==> src/rtl/spc_pkg.sv <==
// shared constants, control types and state encoding of the stack permutation checker
package spc_pkg;

  localparam int CAR_W        = 11;
  localparam int LEN_W        = 11;
  localparam int NEXT_W       = LEN_W + 1;
  localparam int MAX_CARS_DEF = 1024;
  localparam logic [LEN_W-1:0] LEN_RESET = LEN_W'(1);

  typedef enum logic [1:0] {
    ST_IDLE,
    ST_PUSH,
    ST_REFILL
  } spc_state_e;

  typedef struct packed {
    logic use_input;
    logic latch;
    logic push;
    logic check;
    logic refill;
  } spc_cmd_t;

  typedef struct packed {
    logic need_push;
    logic out_free;
    logic will_refill;
  } spc_status_t;

endpackage

==> src/rtl/spc_ctrl.sv <==
// sequencer that steps pushes, the top-of-stack check and the top refill
module spc_ctrl
  import spc_pkg::*;
(
  input  logic        clk_i,
  input  logic        rst_ni,
  input  logic        in_valid_i,
  output logic        in_ready_o,
  input  spc_status_t status_i,
  output spc_cmd_t    cmd_o
);

  spc_state_e state_q, state_d;

  always_ff @(posedge clk_i or negedge rst_ni) begin
    if (!rst_ni) begin
      state_q <= ST_IDLE;
    end else begin
      state_q <= state_d;
    end
  end

  always_comb begin
    cmd_o           = '0;
    in_ready_o      = 1'b0;
    cmd_o.use_input = (state_q == ST_IDLE);
    unique case (state_q)
      ST_IDLE: begin
        in_ready_o = status_i.out_free;
        if (in_valid_i && status_i.out_free) begin
          if (status_i.need_push) begin
            cmd_o.push  = 1'b1;
            cmd_o.latch = 1'b1;
          end else begin
            cmd_o.check = 1'b1;
          end
        end
      end
      ST_PUSH: begin
        if (status_i.need_push) begin
          cmd_o.push = 1'b1;
        end else if (status_i.out_free) begin
          cmd_o.check = 1'b1;
        end
      end
      ST_REFILL: begin
        cmd_o.refill = 1'b1;
      end
      default: begin
        cmd_o = '0;
      end
    endcase
  end

  always_comb begin
    state_d = state_q;
    unique case (state_q)
      ST_IDLE: begin
        if (in_valid_i && status_i.out_free) begin
          if (status_i.need_push) begin
            state_d = ST_PUSH;
          end else if (status_i.will_refill) begin
            state_d = ST_REFILL;
          end
        end
      end
      ST_PUSH: begin
        if (!status_i.need_push && status_i.out_free) begin
          state_d = status_i.will_refill ? ST_REFILL : ST_IDLE;
        end
      end
      ST_REFILL: begin
        state_d = ST_IDLE;
      end
      default: begin
        state_d = ST_IDLE;
      end
    endcase
  end

endmodule

==> config.mk <==
export PLATFORM = sky130hd
export DESIGN_NAME = spc_ctrl
export DESIGN_NICKNAME = d
export VERILOG_FILES = /design/src/rtl/spc_pkg.sv /design/src/rtl/spc_ctrl.sv
export SDC_FILE = /design/constraint.sdc
export NUM_CORES = 1
export LEC_CHECK = 0
export BUFFER_PORTS_ARGS = -buffer_cell sky130_fd_sc_hd__buf_4
export CORE_AREA = 8 8 45 47
export DETAILED_ROUTE_END_ITERATION = 6
export DIE_AREA = 0 0 53 55
export SYNTH_ARGS = -nofsm -noshare
export SYNTH_HDL_FRONTEND = slang
export SYNTH_SLANG_ARGS = --single-unit
==> constraint.sdc <==
create_clock -name clk_i -period 1.21 [get_ports clk_i]
set_input_delay 0.1815 -clock clk_i [delete_from_list [all_inputs] [get_ports clk_i]]
set_output_delay 0.1815 -clock clk_i [all_outputs]
set_load 0.01 [all_outputs]
==> out/metrics.json <==
{
  "drt.antenna.violating_nets": {"value": 0},
  "final-max-slew-violation-count": {"value": 0},
  "top_level_i_o_count": {"value": 12},
  "vias": {"value": 169},
  "fp.coreArea": {"value": 1380, "unit": "um2"},
  "path_clk_slew": {"value": 0.03, "unit": "ns"},
  "grt_use_total": {"value": 0.0366},
  "dieHeight": {"value": 55, "unit": "um"},
  "yosys.cell_types.count": {"value": 10},
  "global_route.overflow_total": {"value": 0},
  "largest_register_ffs": {"value": 2},
  "final_layout_size_suffix_gt1_frac": {"value": 0.613},
  "fp.dieW": {"value": 53, "unit": "um"},
  "post-route-min-period": {"value": 1.28, "unit": "ns"},
  "layout_worst_path_cycle_share": {"value": 1.06},
  "max_clock_freq": {"value": 783, "unit": "MHz"},
  "critPathSlowestCell": {"value": "dfrtp_1"},
  "ir_drop": {"value": 0.294, "unit": "mV"},
  "antenna-diode-count": {"value": 0},
  "synth-seq-cells": {"value": 2},
  "fin_skew": {"value": 0.00128, "unit": "ns"},
  "design.die.area": {"value": 2920, "unit": "um2"},
  "synth_fp_nets": {"value": 19},
  "largest_register_by_flop_count": {"value": "state_q"},
  "post_drt_wl_per_cell": {"value": 9.53, "unit": "um"},
  "vias_per_cell": {"value": 3.60},
  "timing.critical_path.arrival": {"value": 1.10, "unit": "ns"},
  "cp_data_required_time": {"value": 1.03, "unit": "ns"},
  "tritoncts.num_buffers": {"value": 3},
  "place.gp.congestion": {"value": 0.721},
  "most_common_library_cell_in_the_layout_ignoring_fill_and_taps": {"value": "buf_4"},
  "critPathLaunchType": {"value": "flip-flop"},
  "violations": {"value": "negative setup slack"},
  "clk_latency": {"value": 0.22, "unit": "ns"},
  "maxCapViolCount": {"value": 0},
  "area_growth_syn_to_layout": {"value": 125, "unit": "%"},
  "via_count_of_the_first_global_routing_pass": {"value": 158},
  "cellPowerDensity": {"value": 1090, "unit": "nW/um2"},
  "ys_seq_area_frac": {"value": 0.388},
  "layout_setup_ws": {"value": -0.0668, "unit": "ns"},
  "worst-slew-pin-transition": {"value": 0.194, "unit": "ns"},
  "route.final.wire_length": {"value": 448, "unit": "um"},
  "first_iter_violations": {"value": 4},
  "ys_warn_count": {"value": 0},
  "top_regs": {"value": "state_q: 2 flops"},
  "cts_tree": {"value": "done"},
  "post_synth_inst_count": {"value": 13},
  "worstHoldPathType": {"value": "primary input to flip-flop"},
  "rsz0062_at_grt": {"value": "true"},
  "mostFrequentLayoutCells": {"value": "buf_4 (13), clkbuf_4 (3), nor3b_1 (2), nor2_1 (2), dfrtp_1 (2)"},
  "run_status": {"value": "finished with violations"},
  "hold-worst-slack": {"value": 0.253, "unit": "ns"},
  "syn_avg_cell_area": {"value": 9.91, "unit": "um2"},
  "num-nets-final": {"value": 39},
  "post-route-drc-count": {"value": 0},
  "root_buffer": {"value": "clkbuf_4"},
  "cts-htree-levels": {"value": 1},
  "dp_hpwl": {"value": 362, "unit": "um"},
  "setup-violations-final": {"value": 3},
  "crit_chain": {"value": "nor3b_2 > and3_1 > buf_4"},
  "clock_sink_count": {"value": 2},
  "category_of_the_worst_setup_path_capture_point": {"value": "output port"},
  "worstSetupPathType": {"value": "flip-flop to output port"},
  "effective_utilization_at_floorplan": {"value": 0.0931},
  "slowest_delay": {"value": 0.39, "unit": "ns"},
  "io_buffers": {"value": 11},
  "synthesis.area": {"value": 129, "unit": "um2"},
  "finalHoldViolCount": {"value": 0},
  "leakagePower": {"value": 0.000143, "unit": "uW"},
  "clock_tree.buffer_depth": {"value": 2},
  "cp_max_fo": {"value": 4},
  "antenna_found_initial": {"value": 0},
  "maxSlewHeadroom": {"value": 0.871},
  "drt_pass1_iterations": {"value": 2},
  "grt_max_degree": {"value": 5},
  "wire_length_of_the_first_global_routing_pass": {"value": 669, "unit": "um"},
  "num_rows": {"value": 14},
  "finalSetupTns": {"value": -0.101, "unit": "ns"}
}
-- synth_stat cells --
cell type / n / area [um2]
a21oi_1: 1 / 5.00
and3_1: 1 / 6.26
dfrtp_1: 2 / 50.1
nand2b_1: 1 / 6.26
nor2_1: 2 / 7.51
nor2b_1: 1 / 6.26
nor3_1: 1 / 5.00
nor3b_1: 2 / 15.0
nor3b_2: 1 / 12.5
nor4b_2: 1 / 15.0
-- logic make-up after synthesis --
| family | synth area share |
|---|---|
| AOI/OAI and AO/OA | 0.0388 |
| DFF | 0.388 |
| and+or+nand+nor | 0.573 |
-- stage by stage --
stage / power (uW) / util / area, um2 / worst slack (ns) / std cells
2_1_floorplan: 112 / - / 129 / 0.0879 / 13
3_3_place_gp: 158 / 0.173 / 239 / 0.150 / 41
3_5_place_dp: 157 / 0.173 / 239 / 0.149 / 41
4_1_cts: 329 / 0.210 / 290 / -0.0840 / 47
5_1_grt: 353 / 0.210 / 290 / -0.143 / 47
6_report: 317 / 0.210 / 290 / -0.0668 / 47
-- report_power, final --
part	leakage [uW]	total, uW	switching, uW	internal [uW]
Sequential	0.0000260	79.5	6.51	73.0
Clock	0.0000138	144	35.3	109
Combinational	0.000103	92.7	36.5	56.2
Total	0.000143	317	78.3	238
-- layer usage --
metal / vias up / share of wire / GRT usage
li1: 86 / - / -
met1: 70 / 0.37 / 0.0259
met2: 11 / 0.41 / 0.0449
met3: 2 / 0.18 / 0.0321
met4: 0 / 0.042 / 0.0647
met5: - / 0 / 0
-- path summary, 6_finish.rpt --
path / from / slack [ns] / to / depth (start not counted)
worst max-delay path: state_q[1]$_DFFE_PN0P_ / -0.07 / cmd_o[3] / 3
worst min-delay path: status_i[0] / 0.25 / state_q[1]$_DFFE_PN0P_ / 2
worst max register to register: state_q[1]$_DFFE_PN0P_ / 0.30 / state_q[1]$_DFFE_PN0P_ / 2
worst min register to register: state_q[1]$_DFFE_PN0P_ / 0.61 / state_q[1]$_DFFE_PN0P_ / 2
max in group asynchronous: rst_ni / 0.83 / state_q[1]$_DFFE_PN0P_ / 2
min in group asynchronous: rst_ni / 0.29 / state_q[0]$_DFFE_PN0P_ / 2
-- area by class of cell --
type | instances | area [um2]
multi-input cells | 11 | 78.8
repair buffers | 15 | 119
well taps | 16 | 20.0
clock buffers | 3 | 22.5
flip-flops and latches | 2 | 50.0
fillers | 152 | 1090
-- timing repair --
item | CTS | global route
setup buffers | 2 | 0
hold buffers | 1 | 0
pin swaps | 2 | 2
setup endpoints to repair | 4 | 6
gates cloned | 0 | 0
gates resized for setup | 1 | 0
hold endpoints to repair | 2 | 0
-- worst max-delay path, delay by kind of cell (launching register included) --
kind	cells	cell delay [ns]
and+or+nand+nor	2	0.36
DFF	1	0.39
buffers and inverters	1	0.11
No activity file was read; power rests on OpenSTA's default activity.
